File: src/multilevel_feedback_scheduler_core_assert.svh
// Assertion macros shared by the scheduler modules.
// Each macro expects clock aclk and active-low reset aresetn in scope.
`ifndef MULTILEVEL_FEEDBACK_SCHEDULER_CORE_ASSERT_SVH
`define MULTILEVEL_FEEDBACK_SCHEDULER_CORE_ASSERT_SVH

// Condition holds at every rising clock edge outside reset
`define MFS_ASSERT_ALWAYS(label, cond, msg) \
    label: assert property (@(posedge aclk) disable iff (!aresetn) (cond)) else $error(msg);

// Consequent holds in the same cycle as the antecedent
`define MFS_ASSERT_SAME(label, ante, cons, msg) \
    label: assert property (@(posedge aclk) disable iff (!aresetn) (ante) |-> (cons)) \
        else $error(msg);

// Consequent holds in the cycle after the antecedent
`define MFS_ASSERT_NEXT(label, ante, cons, msg) \
    label: assert property (@(posedge aclk) disable iff (!aresetn) (ante) |=> (cons)) \
        else $error(msg);

`endif

File: src/mfs_pkg.sv
// ----------------------------------------------------------------------------
// mfs_pkg
// Types and fixed constants of the multilevel feedback queue scheduler.
// ----------------------------------------------------------------------------
package mfs_pkg;

    localparam int ID_W    = 8;
    localparam int TIME_W  = 12;
    localparam int CNT_W   = 8;
    localparam int BQ_W    = 8;
    localparam int LU_W    = 2;
    localparam int STIME_W = 32;
    localparam int LVL_OUT_W = 2;

    localparam int S_TDATA_W = 24;
    localparam int M_TDATA_W = 96;

    localparam logic [BQ_W-1:0]  BQ_RESET = 8'd20;
    localparam logic [LU_W-1:0]  LU_RESET = 2'd3;
    localparam logic [CNT_W-1:0] CNT_MAX  = 8'd255;

    // Item kinds carried in s_tuser
    localparam logic KIND_ADMIT    = 1'b0;
    localparam logic KIND_DISPATCH = 1'b1;

    // Configuration register indexes
    localparam logic REG_BASE_QUANTUM  = 1'b0;
    localparam logic REG_LEVELS_IN_USE = 1'b1;

    // One queue entry, id in the low bits
    typedef struct packed {
        logic [CNT_W-1:0]  cnt;
        logic [TIME_W-1:0] run;
        logic [TIME_W-1:0] need;
        logic [ID_W-1:0]   id;
    } entry_t;

    localparam int ENTRY_W = $bits(entry_t);

    // Result item, accepted in the lowest bit
    typedef struct packed {
        logic                 all_idle;
        logic                 finished;
        logic [CNT_W-1:0]     slice_count;
        logic [TIME_W-1:0]    total_run;
        logic [TIME_W-1:0]    time_left;
        logic [TIME_W-1:0]    slice_used;
        logic [STIME_W-1:0]   slice_start;
        logic [LVL_OUT_W-1:0] served_level;
        logic [ID_W-1:0]      served_id;
        logic                 accepted;
    } result_t;

    localparam int RESULT_W = $bits(result_t);

    // Controller to datapath commands
    typedef struct packed {
        logic load;    // capture the input transaction, launch the queue read
        logic commit;  // apply the item to the queues and load the result
    } mfs_cmd_t;

endpackage

File: src/multilevel_feedback_scheduler_core.sv
// ----------------------------------------------------------------------------
// multilevel_feedback_scheduler_core
// Multilevel feedback queue scheduler: admits processes into level 0 and
// dispatches time slices from the lowest-numbered non-empty level, demoting
// unfinished processes.
//
// Channel  Dir  Ports                             Contents
// s_       in   s_tvalid s_tready s_tdata s_tuser admit / dispatch item
// m_       out  m_tvalid m_tready m_tdata         one result per item
// cfg_     in   cfg_wr_en cfg_index cfg_wdata     base_quantum, levels_in_use
//
// Each item is handled as an accept plus queue RAM read, then the
// read-modify-write commit into the queue RAM and the result register.
// A new item is accepted while the previous result still waits on m_.
// The commit waits while the result register is full and m_tready is low.
// Reset (aresetn, synchronous) empties all levels at once; no clearing pass.
// ----------------------------------------------------------------------------
module multilevel_feedback_scheduler_core
    import mfs_pkg::*;
#(
    parameter int LEVELS    = 3,
    parameter int MAX_PROCS = 16
) (
    input  logic                 aclk,
    input  logic                 aresetn,
    input  logic                 s_tvalid,
    output logic                 s_tready,
    input  logic [S_TDATA_W-1:0] s_tdata,   // proc_id[7:0], service time[19:8], zero pad
    input  logic                 s_tuser,   // kind
    output logic                 m_tvalid,
    input  logic                 m_tready,
    // accepted[0], served_id[8:1], served_level[10:9], slice_start[42:11],
    // slice_used[54:43], time_left[66:55], total_run[78:67], slice_count[86:79],
    // finished[87], all_idle[88], zero pad
    output logic [M_TDATA_W-1:0] m_tdata,
    input  logic                 cfg_wr_en,
    input  logic                 cfg_index,
    input  logic [BQ_W-1:0]      cfg_wdata
);

    mfs_cmd_t cmd;
    result_t  result;

    mfs_ctrl u_ctrl (
        .aclk     (aclk),
        .aresetn  (aresetn),
        .s_tvalid (s_tvalid),
        .s_tready (s_tready),
        .m_tvalid (m_tvalid),
        .m_tready (m_tready),
        .cmd      (cmd)
    );

    mfs_dp #(
        .LEVELS    (LEVELS),
        .MAX_PROCS (MAX_PROCS)
    ) u_dp (
        .aclk         (aclk),
        .aresetn      (aresetn),
        .cmd          (cmd),
        .in_kind      (s_tuser),
        .in_proc_id   (s_tdata[ID_W-1:0]),
        .in_svc_time  (s_tdata[ID_W+TIME_W-1:ID_W]),
        .cfg_wr_en    (cfg_wr_en),
        .cfg_index    (cfg_index),
        .cfg_wdata    (cfg_wdata),
        .result       (result)
    );

    assign m_tdata = {{(M_TDATA_W - RESULT_W){1'b0}}, result};

endmodule

File: src/mfs_ram.sv
// ----------------------------------------------------------------------------
// mfs_ram
// Generic single-write, single-read RAM with registered read data.
// ----------------------------------------------------------------------------
module mfs_ram #(
    parameter int WIDTH = 40,
    parameter int DEPTH = 48
) (
    input  logic                              aclk,
    input  logic                              wr_en,
    input  logic [$clog2(DEPTH > 1 ? DEPTH : 2)-1:0] wr_addr,
    input  logic [WIDTH-1:0]                  wr_data,
    input  logic                              rd_en,
    input  logic [$clog2(DEPTH > 1 ? DEPTH : 2)-1:0] rd_addr,
    output logic [WIDTH-1:0]                  rd_data
);

    logic [WIDTH-1:0] mem_reg [DEPTH];
    logic [WIDTH-1:0] rd_data_reg;

    always_ff @(posedge aclk) begin
        if (wr_en) begin
            mem_reg[wr_addr] <= wr_data;
        end
        if (rd_en) begin
            rd_data_reg <= mem_reg[rd_addr];
        end
    end

    assign rd_data = rd_data_reg;

endmodule

File: src/mfs_ctrl.sv
// ----------------------------------------------------------------------------
// mfs_ctrl
// Two-state controller: accept a transaction, then commit it into the
// output register once that register is free or being drained.
// ----------------------------------------------------------------------------
module mfs_ctrl
    import mfs_pkg::*;
(
    input  logic     aclk,
    input  logic     aresetn,
    input  logic     s_tvalid,
    output logic     s_tready,
    output logic     m_tvalid,
    input  logic     m_tready,
    output mfs_cmd_t cmd
);

    localparam logic ST_IDLE = 1'b0;
    localparam logic ST_EXEC = 1'b1;

    logic state_reg, state_next;
    logic m_tvalid_reg, m_tvalid_next;
    logic stall;

    assign stall    = m_tvalid_reg && !m_tready;
    assign s_tready = (state_reg == ST_IDLE);

    // Commands
    always_comb begin
        cmd.load   = s_tvalid && (state_reg == ST_IDLE);
        cmd.commit = (state_reg == ST_EXEC) && !stall;
    end

    // Next state and output valid
    always_comb begin
        state_next = state_reg;
        unique case (state_reg)
            ST_IDLE: begin
                if (s_tvalid) begin
                    state_next = ST_EXEC;
                end
            end
            ST_EXEC: begin
                if (!stall) begin
                    state_next = ST_IDLE;
                end
            end
            default: state_next = ST_IDLE;
        endcase

        if (cmd.commit) begin
            m_tvalid_next = 1'b1;
        end else if (m_tready) begin
            m_tvalid_next = 1'b0;
        end else begin
            m_tvalid_next = m_tvalid_reg;
        end
    end

    always_ff @(posedge aclk) begin
        if (!aresetn) begin
            state_reg    <= ST_IDLE;
            m_tvalid_reg <= 1'b0;
        end else begin
            state_reg    <= state_next;
            m_tvalid_reg <= m_tvalid_next;
        end
    end

    assign m_tvalid = m_tvalid_reg;

`include "multilevel_feedback_scheduler_core_assert.svh"

    `MFS_ASSERT_NEXT(a_commit_valid, cmd.commit, m_tvalid_reg, "commit did not raise m_tvalid")
    `MFS_ASSERT_NEXT(a_stall_holds, (state_reg == ST_EXEC) && stall, state_reg == ST_EXEC, "item dropped under stall")
    `MFS_ASSERT_NEXT(a_load_exec, cmd.load, state_reg == ST_EXEC, "accepted item not executed")

endmodule

File: src/mfs_dp.sv
// ----------------------------------------------------------------------------
// mfs_dp
// Scheduler datapath: level FIFOs in RAM, head/fill pointers, held count,
// system time, slice arithmetic and the result register.
// ----------------------------------------------------------------------------
module mfs_dp
    import mfs_pkg::*;
#(
    parameter int LEVELS    = 3,
    parameter int MAX_PROCS = 16
) (
    input  logic                aclk,
    input  logic                aresetn,
    input  mfs_cmd_t            cmd,
    input  logic                in_kind,
    input  logic [ID_W-1:0]     in_proc_id,
    input  logic [TIME_W-1:0]   in_svc_time,
    input  logic                cfg_wr_en,
    input  logic                cfg_index,
    input  logic [BQ_W-1:0]     cfg_wdata,
    output result_t             result
);

    localparam int LW    = (LEVELS > 1) ? $clog2(LEVELS) : 1;
    localparam int EW    = LW + 1;
    localparam int HW    = (MAX_PROCS > 1) ? $clog2(MAX_PROCS) : 1;
    localparam int FW    = $clog2(MAX_PROCS + 1);
    localparam int DEPTH = LEVELS * MAX_PROCS;
    localparam int AW    = $clog2(DEPTH > 1 ? DEPTH : 2);
    localparam int QW    = BQ_W + LEVELS - 1;
    localparam int CW    = (QW > TIME_W) ? QW : TIME_W;
    localparam int SW    = FW + 1;

    // Configuration and scheduler state
    logic [BQ_W-1:0]    bq_reg;
    logic [LU_W-1:0]    lu_reg;
    logic [HW-1:0]      head_reg [LEVELS];
    logic [HW-1:0]      head_next [LEVELS];
    logic [FW-1:0]      fill_reg [LEVELS];
    logic [FW-1:0]      fill_next [LEVELS];
    logic [FW-1:0]      held_reg, held_next;
    logic [STIME_W-1:0] stime_reg, stime_next;

    // Captured item
    logic              kind_reg;
    logic [ID_W-1:0]   pid_reg;
    logic [TIME_W-1:0] need_in_reg;
    logic [LW-1:0]     lvl_reg;
    logic              found_reg;
    result_t           result_reg, result_next;

    // Level search on the fill counts
    logic [LW-1:0] lvl_sel;
    logic          found_sel;
    logic [AW-1:0] rd_addr;

    always_comb begin
        lvl_sel   = '0;
        found_sel = 1'b0;
        for (int l = LEVELS - 1; l >= 0; l--) begin
            if (fill_reg[l] != '0) begin
                lvl_sel   = LW'(l);
                found_sel = 1'b1;
            end
        end
        rd_addr = AW'(AW'(lvl_sel) * AW'(MAX_PROCS)) + AW'(head_reg[lvl_sel]);
    end

    // Queue RAM
    logic              ram_we;
    logic [AW-1:0]     wr_addr;
    entry_t            wr_entry;
    logic [ENTRY_W-1:0] rd_data;

    mfs_ram #(
        .WIDTH (ENTRY_W),
        .DEPTH (DEPTH)
    ) u_ram (
        .aclk    (aclk),
        .wr_en   (ram_we),
        .wr_addr (wr_addr),
        .wr_data (wr_entry),
        .rd_en   (cmd.load),
        .rd_addr (rd_addr),
        .rd_data (rd_data)
    );

    // Slice arithmetic
    entry_t            ent;
    logic [BQ_W-1:0]   bq_eff;
    logic [QW-1:0]     quantum;
    logic [CW-1:0]     quant_c;
    logic              over;
    logic [TIME_W-1:0] used, need_after, run_new;
    logic [CNT_W-1:0]  cnt_new;
    logic              fin;
    logic [EW-1:0]     eff;
    logic [LW-1:0]     dst;
    logic [SW-1:0]     tail_sum;
    logic [HW-1:0]     tail;
    logic              admit_ok, disp_ok;

    always_comb begin
        ent     = entry_t'(rd_data);
        bq_eff  = (bq_reg == '0) ? BQ_W'(1) : bq_reg;
        quantum = QW'(bq_eff) << lvl_reg;
        quant_c = CW'(quantum);
        over    = CW'(ent.need) > quant_c;
        used    = over ? quant_c[TIME_W-1:0] : ent.need;
        need_after = over ? (ent.need - used) : '0;
        run_new = ent.run + used;
        cnt_new = (ent.cnt == CNT_MAX) ? CNT_MAX : (ent.cnt + CNT_W'(1));
        fin     = !over;

        // Effective number of levels, clamped to 1..LEVELS
        if (lu_reg == '0) begin
            eff = EW'(1);
        end else if (int'(lu_reg) > LEVELS) begin
            eff = EW'(LEVELS);
        end else begin
            eff = EW'(lu_reg);
        end

        admit_ok = (kind_reg == KIND_ADMIT) && (held_reg < FW'(MAX_PROCS));
        disp_ok  = (kind_reg == KIND_DISPATCH) && found_reg;

        // Destination level of the write
        if (kind_reg == KIND_ADMIT) begin
            dst = '0;
        end else if ((EW'(lvl_reg) + EW'(1)) < eff) begin
            dst = lvl_reg + LW'(1);
        end else begin
            dst = lvl_reg;
        end

        // Tail slot; same value before and after the pop on a requeue
        tail_sum = SW'(head_reg[dst]) + SW'(fill_reg[dst]);
        if (tail_sum >= SW'(MAX_PROCS)) begin
            tail_sum = tail_sum - SW'(MAX_PROCS);
        end
        tail = tail_sum[HW-1:0];

        wr_addr = AW'(AW'(dst) * AW'(MAX_PROCS)) + AW'(tail);
        ram_we  = cmd.commit && (admit_ok || (disp_ok && !fin));
        if (kind_reg == KIND_ADMIT) begin
            wr_entry = '{cnt: '0, run: '0, need: need_in_reg, id: pid_reg};
        end else begin
            wr_entry = '{cnt: cnt_new, run: run_new, need: need_after, id: ent.id};
        end
    end

    // State update
    always_comb begin
        held_next  = held_reg;
        stime_next = stime_reg;
        for (int l = 0; l < LEVELS; l++) begin
            head_next[l] = head_reg[l];
            fill_next[l] = fill_reg[l];
        end
        if (cmd.commit) begin
            if (admit_ok) begin
                held_next   = held_reg + FW'(1);
                fill_next[0] = fill_reg[0] + FW'(1);
            end
            if (disp_ok) begin
                stime_next = stime_reg + STIME_W'(used);
                head_next[lvl_reg] = (head_reg[lvl_reg] == HW'(MAX_PROCS - 1)) ?
                                     '0 : (head_reg[lvl_reg] + HW'(1));
                if (fin) begin
                    held_next = held_reg - FW'(1);
                    fill_next[lvl_reg] = fill_reg[lvl_reg] - FW'(1);
                end else if (dst != lvl_reg) begin
                    fill_next[lvl_reg] = fill_reg[lvl_reg] - FW'(1);
                    fill_next[dst]     = fill_reg[dst] + FW'(1);
                end
            end
        end
    end

    // Result assembly
    always_comb begin
        result_next = '0;
        if (kind_reg == KIND_ADMIT) begin
            result_next.served_id = pid_reg;
            if (admit_ok) begin
                result_next.accepted  = 1'b1;
                result_next.time_left = need_in_reg;
            end
        end else if (found_reg) begin
            result_next.accepted     = 1'b1;
            result_next.served_id    = ent.id;
            result_next.served_level = LVL_OUT_W'(lvl_reg);
            result_next.slice_start  = stime_reg;
            result_next.slice_used   = used;
            result_next.time_left    = need_after;
            result_next.total_run    = run_new;
            result_next.slice_count  = cnt_new;
            result_next.finished     = fin;
        end
        result_next.all_idle = (held_next == '0);
    end

    // Control state
    always_ff @(posedge aclk) begin
        if (!aresetn) begin
            bq_reg    <= BQ_RESET;
            lu_reg    <= LU_RESET;
            held_reg  <= '0;
            stime_reg <= '0;
            for (int l = 0; l < LEVELS; l++) begin
                head_reg[l] <= '0;
                fill_reg[l] <= '0;
            end
        end else begin
            if (cfg_wr_en) begin
                unique case (cfg_index)
                    REG_BASE_QUANTUM:  bq_reg <= cfg_wdata;
                    REG_LEVELS_IN_USE: lu_reg <= cfg_wdata[LU_W-1:0];
                    default: ;
                endcase
            end
            held_reg  <= held_next;
            stime_reg <= stime_next;
            for (int l = 0; l < LEVELS; l++) begin
                head_reg[l] <= head_next[l];
                fill_reg[l] <= fill_next[l];
            end
        end
    end

    // Item capture and result payload
    always_ff @(posedge aclk) begin
        if (cmd.load) begin
            kind_reg    <= in_kind;
            pid_reg     <= in_proc_id;
            need_in_reg <= in_svc_time;
            lvl_reg     <= lvl_sel;
            found_reg   <= found_sel;
        end
        if (cmd.commit) begin
            result_reg <= result_next;
        end
    end

    assign result = result_reg;

`include "multilevel_feedback_scheduler_core_assert.svh"

    `MFS_ASSERT_ALWAYS(a_held_max, held_reg <= FW'(MAX_PROCS), "held count above capacity")
    `MFS_ASSERT_SAME(a_empty_dispatch, cmd.commit && (kind_reg == KIND_DISPATCH) && !found_reg, held_reg == '0, "no level found while processes held")
    `MFS_ASSERT_NEXT(a_admit_count, cmd.commit && admit_ok, held_reg == ($past(held_reg) + FW'(1)), "admit did not bump held count")

endmodule

File: config.mk
export PLATFORM = sky130hd
export DESIGN_NAME = multilevel_feedback_scheduler_core
export DESIGN_NICKNAME = d
export VERILOG_FILES = /design/src/mfs_pkg.sv /design/src/multilevel_feedback_scheduler_core.sv /design/src/mfs_ram.sv /design/src/mfs_ctrl.sv /design/src/mfs_dp.sv
export VERILOG_INCLUDE_DIRS = /design/src /design/src/src
export SDC_FILE = /design/constraint.sdc
export NUM_CORES = 2
export LEC_CHECK = 0
export BUFFER_PORTS_ARGS = -buffer_cell sky130_fd_sc_hd__buf_4
export CORE_UTILIZATION = 45
export DETAILED_ROUTE_END_ITERATION = 8
export GPL_TIMING_DRIVEN = 0
export PLACE_DENSITY_LB_ADDON = 0.08
export RECOVER_POWER = 25
export SETUP_SLACK_MARGIN = 0.4
export SYNTH_ARGS = -nofsm -noshare
export SYNTH_HDL_FRONTEND = slang
export SYNTH_SLANG_ARGS = --single-unit
File: constraint.sdc
create_clock -name aclk -period 9.95 [get_ports aclk]
set_input_delay 2.985 -clock aclk [delete_from_list [all_inputs] [get_ports aclk]]
set_output_delay 2.985 -clock aclk [all_outputs]
set_load 0.02 [all_outputs]
# ---- Yosys cells after proc, flatten, opt, wreduce, memory -nomap -nowiden
# Memory sizes are Yosys's and may differ from the RTL's. A register that Yosys moved wholly into a read port is not among the register bits.
# Index checks and enable logic that the tools add are counted.
dict set report classes {
  n_addsub 16
  n_lt_le_gt_ge 8
  eq_ne 3
  n_shift 1
  mux 57
  bitwise_logic 11
  n_reduce_logical 25
}
# cell n
set ops {}
lappend ops {{12-bit 2-to-1 mux} 6}
lappend ops {{67-bit 2-to-1 mux} 1}
lappend ops {{15-bit 2-to-1 mux} 4}
lappend ops {{5-bit 2-to-1 mux} 11}
lappend ops {{40-bit 2-to-1 mux} 1}
lappend ops {{32-bit by 12-bit adder with 32-bit output} 1}
lappend ops {{15-bit bitwise mux} 2}
lappend ops {{4-bit 2-to-1 mux} 6}
lappend ops {{5-bit demux with 2-bit select} 2}
lappend ops {{2-bit 2-to-1 mux} 8}
lappend ops {{8-bit 2-to-1 mux} 2}
lappend ops {{5-bit by 1-bit adder with 5-bit output (second input constant)} 3}
lappend ops {{5-bit nonzero test} 3}
lappend ops {{12-bit adder} 1}
lappend ops {{6-bit by 4-bit adder with 6-bit output} 2}
lappend ops {{12-bit bitwise mux} 1}
lappend ops {{12-bit by 10-bit > comparator with 1-bit output} 1}
lappend ops {{12-bit subtractor} 1}
lappend ops {{1-bit 2-to-1 mux} 10}
lappend ops {{8-bit by 2-bit left shift with 10-bit output} 1}
lappend ops {{5-bit by 1-bit subtractor with 5-bit output (second input constant)} 2}
lappend ops {{1-bit logical AND} 9}
lappend ops {{9-bit 2-to-1 mux} 1}
lappend ops {{8-bit by 1-bit adder with 8-bit output (second input constant)} 1}
lappend ops {{other kinds (26)} 41}
dict set report word_totals {
  reg_bits 162
  mem_bits_rw 1947
  in_bits 39
  word_cells 145
  mem_count 3
}
# name depth word_bits rd rd_ports_with_merged_regs write_ports line_no
set memory_table {}
lappend memory_table {u_dp.u_ram.mem_reg 48 40 1 1 1 mfs_ram.sv:18} ;# logic [WIDTH-1:0] mem_reg [DEPTH];
lappend memory_table {u_dp.fill_reg 3 5 5 1 3 mfs_dp.sv:39} ;# logic [FW-1:0] fill_reg [LEVELS];
lappend memory_table {u_dp.head_reg 3 4 6 1 3 mfs_dp.sv:37} ;# logic [HW-1:0] head_reg [LEVELS];

# ---- Longest topological paths before layout
dict set report logic_depth {
  word_depth 16
  depth_mapped 27
  depth_no_buf 24
}

# ---- Modules after synthesis
# A second synthesis with hierarchy kept.
dict set report unflattened {
  cells_unflattened 4835
  area_unflattened_um2 86743.2
}
# mod n_inst cells_per_inst area_each_um2 seq_area_each_um2
set by_module_without_submodules {}
lappend by_module_without_submodules {mfs_ram 1 3621 75504.9 58856.4}
lappend by_module_without_submodules {mfs_dp 1 1196 11071.9 4914.7}
lappend by_module_without_submodules {mfs_ctrl 1 10 110.1 40.0}
lappend by_module_without_submodules {multilevel_feedback_scheduler_core 1 8 56.3 0.0}

# ---- Worst setup path after synthesis
# Ideal clock, no wire load.
dict set report synth_timing {
  path_kind {input port to flip-flop}
  startpoint {input port m_tready}
  endpoint {memory u_dp.u_ram.mem_reg[6][0] (enable)}
  setup_ns 0.438
  t_arrival_ns 8.645
  t_required_ns 9.512
  path_slack_ns 0.868
  cell_stages 6
  cell_sequence {nand2b_1 > nand2_1 > clkinv_1 > clkbuf_1 > nand4b_1 > nor2_1}
}
dict set report synth_via {
  elab_chain_cells 7
}
# item line_no
set synth_lines {}
lappend synth_lines {{start, declared} multilevel_feedback_scheduler_core.sv:31} ;# input logic m_tready,
lappend synth_lines {{1-bit zero test} mfs_ctrl.sv:25} ;# assign stall = m_tvalid_reg && !m_tready;
lappend synth_lines {{1-bit logical AND} mfs_ctrl.sv:25}
lappend synth_lines {{1-bit zero test} mfs_ctrl.sv:31} ;# cmd.commit = (state_reg == ST_EXEC) && !stall;
lappend synth_lines {{1-bit logical AND} mfs_ctrl.sv:31}
lappend synth_lines {{1-bit logical AND} mfs_dp.sv:144} ;# ram_we = cmd.commit && (admit_ok || (disp_ok && !fin));
lappend synth_lines {{1-bit 2-to-1 mux} mfs_ram.sv:22} ;# if (wr_en) begin
lappend synth_lines {{1-bit 2-to-1 mux (not written as such)} mfs_ram.sv:23} ;# mem_reg[wr_addr] <= wr_data;
lappend synth_lines {{end, declared} mfs_ram.sv:18}
# Every way passes these cells.

# ---- Worst setup path in the final report
dict set report layout_timing {
  startpoint {input port m_tready}
  endpoint {memory u_dp.u_ram.mem_reg[22][4] (enable)}
}
# The elaborated chain is that of the path after synthesis.

==> run_results.csv <==
group,metric,value,unit
die,dieArea,194000,sq um
timing,finalSetupViolations,0,
outcome,violations,"capacitance limit, slew limit",
placed_design,dpl_worst_slack,2.18,ns
power,switching_share,0.246,
timing,period_minus_slack,8.69,ns
synth,seq_area_frac_synth,0.738,
synth,netlist_instances,6430,
synth,avgSynthCellArea,13.4,sq um
synth,yosys_most_used_dff,"edfxtp_1",
layout,layout.nets,6989,
drt,routed_wl,283000,microns
layout,final_cell_mix,"edfxtp_1 (2073), nand2_1 (1692), nand3_1 (482), clkbuf_1 (404), a21oi_1 (245)",
drt,antenna_left,0,
timing,worst_pin_slew,3.83,ns
synth,synthArstFlopShare,0,
layout,fin_util,0.523,
placed_design,place_area,93100,sq um
die,core-area,190000,sq um
power,p_switching,5.00,mW
layout,final_common_cell,"edfxtp_1",
drt,vias,57100,
layout,largest_register_ffs,1920,
synth,yosysWarnings,0,
power,power.clock.fraction,0.396,
drt,route.detailed.drc,0,
layout,multi_input_area,21300,sq um
power,p_total,20.3,mW
clock_network,hold_buffers,0,
timing,grt_setup_unrepaired,"false",
timing,worst_slack,1.26,ns
global_route,grt_max_degree,57,
timing,final_max_slew_viol_count,716,
synth,netlist_area,86400,sq um
worst_setup_path,crit_arrival,9.26,ns
worst_setup_path,worstPathRequired,10.52,ns
die,rows,160,
clock_network,clockBufferDepth,3,
synth,synth-seq-cells,2151,
clock_network,clock_latency,0.89,ns
power,combPwrFrac,0.089,
worst_setup_path,end_kind,"register",
timing,finalCritPeriodShare,0.873,
clock_network,clk_pin_slew_worst_paths,0.06,ns
layout,fin_area,99500,sq um
flow_run,drv_cap,17,
placed_design,port-buffer-count,125,
placed_design,hpwl,193000,microns
global_route,grt_antenna_before_repair,11,
clock_network,cts_tree,"built",
global_route,grt_pass1_wl,396000,microns
clock_network,cts-root-buf,"clkbuf_16",
clock_network,cts_buffers,222,
die,fp.dieW,440,microns
die,start_util,0.454,
global_route,grt_pass1_vias,53100,
clock_network,cts_setup_buffers,0,
worst_hold_path,hp-class,"reg -> reg",
drt,drtPass1Iterations,6,
timing,relSlewSlack,-1.56,
placed_design,routabilityCongestion,0.889,
power,internal-power,15.3,mW
global_route,overflow,0,
die,io_pins,137,
layout,fillers,16100,
timing,max_freq,115,MHz
clock_network,postCtsResizedCells,0,
synth,synth_cell_type_count,75,
outcome,outcome,"complete, but fails checks",
drt,avgViaCountPerCell,5.95,
worst_setup_path,crit_type,"in -> reg",
clock_network,h-tree-depth,4,
power,powerDensity,204,nW/um^2
drt,drt-initial-drc-count,7065,
die,die_h,440,microns
worst_setup_path,cp_max_fo,56,
layout,drive_above_1_share,0.0987,
timing,hold_viol_final,0,
worst_setup_path,r2r_slack,2.00,ns
global_route,grt_usage,0.289,
worst_setup_path,startpoint_type,"input port",
synth,synth_edf_count,2073,
timing,fin_tns_setup,0,ns
clock_network,clock-sinks,2151,
layout,area_growth,15.1,%
drt,wl_per_cell,29.5,microns
power,peakVddDrop,0.151,mV
power,seqPwrFrac,0.515,
layout,regArea,63800,sq um
power,total_leakage_power,33.7,nW
timing,fin_skew,0.0478,ns
worst max-delay path: stages:
cell	delay, ns
clkbuf_4	0.09
nand2b_1	0.16
nand2_1	0.31
clkinv_1	0.36
clkbuf_1	2.22
nand4b_1	1.58
nor2_4	1.17
buf_12	0.30
synth_stat cells, types with 28 or more instances:
cell type / instances / area share
nor2_1: 155 / 0.0067
a2111oi_2: 34 / 0.0059
o21ai_0: 51 / 0.0030
a211o_1: 40 / 0.0041
nand3_1: 482 / 0.028
ha_1: 58 / 0.0084
buf_2: 130 / 0.0075
xor2_1: 28 / 0.0028
mux2i_1: 146 / 0.017
o211ai_1: 42 / 0.0036
o221ai_1: 43 / 0.0044
nand2_1: 1692 / 0.073
nand4_1: 97 / 0.0070
clkbuf_1: 229 / 0.0099
a32oi_1: 119 / 0.012
and3_1: 53 / 0.0038
a22oi_1: 41 / 0.0036
o22ai_1: 100 / 0.0072
a21oi_1: 245 / 0.014
edfxtp_1: 2073 / 0.72
a31oi_1: 133 / 0.0096
dfxtp_1: 78 / 0.018
inv_1: 43 / 0.0019
xnor2_1: 39 / 0.0040
and2_1: 33 / 0.0024
final timing paths:
check / start / endpoint / cells past startpoint
max: m_tready / u_dp.u_ram.mem_reg[22][4]$_DFFE_PP_ / 8
min: u_dp.stime_reg[6]$_SDFFE_PN0P_ / u_dp.stime_reg[6]$_SDFFE_PN0P_ / 2
max reg2reg: u_dp.lvl_reg[1]$_DFFE_PP_ / u_dp.u_ram.mem_reg[2][31]$_DFFE_PP_ / 23
min reg2reg: u_dp.stime_reg[6]$_SDFFE_PN0P_ / u_dp.stime_reg[6]$_SDFFE_PN0P_ / 2
per-stage QoR:
step / instances / hold slack [ns]
6_report: 9591 / 0.472
4_1_cts: 9582 / 0.468
5_1_grt: 9585 / 0.491
2_1_floorplan: 6441 / 0.436
3_5_place_dp: 9173 / 0.455
3_3_place_gp: 9077 / 0.452
area by class of cell:
class,instances,area share
flip-flops and latches,2151,0.641
multi-input cells,3840,0.214
clock buffers,293,0.0594
well taps,2511,0.0316
repair buffers,222,0.0234
plain buffers,404,0.0178
clock inverters,116,0.0104
inverters,46,0.00175
diodes,8,0.000201
power groups by stage:
| stage | logic, mW | registers (mW) | clock network, mW |
|---|---|---|---|
| floorplan | 0.829 | 10.7 | 0 |
| global placement | 1.61 | 10.7 | 0 |
| detailed placement | 1.84 | 10.6 | 0 |
| CTS | 1.84 | 10.5 | 8.12 |
| global route | 1.90 | 10.5 | 8.45 |
| finish | 1.82 | 10.5 | 8.05 |
per-layer routing:
metal | wire length (microns) | track usage | vias up
met5 | 0 | 0 | -
met4 | 12200 | 0.119 | 0
met3 | 25400 | 0.0475 | 441
met2 | 123000 | 0.426 | 2896
met1 | 122000 | 0.425 | 28800
li1 | - | - | 25000
cell families (layout without fill, tap and decap cells):
kind of cell	count (synthesis)	in the layout	share of synthesized area
AOI/OAI and AO/OA	939	939	0.0761
xor gates and xnor gates	67	67	0.00679
adders and majority gates	63	63	0.00955
buffers and inverters	450	1081	0.0225
DFF	2151	2151	0.738
muxes	165	165	0.0194
other	1	20	0.0000434
and+or+nand+nor	2594	2594	0.127
Note: power is estimated with default switching activity, not from simulation.
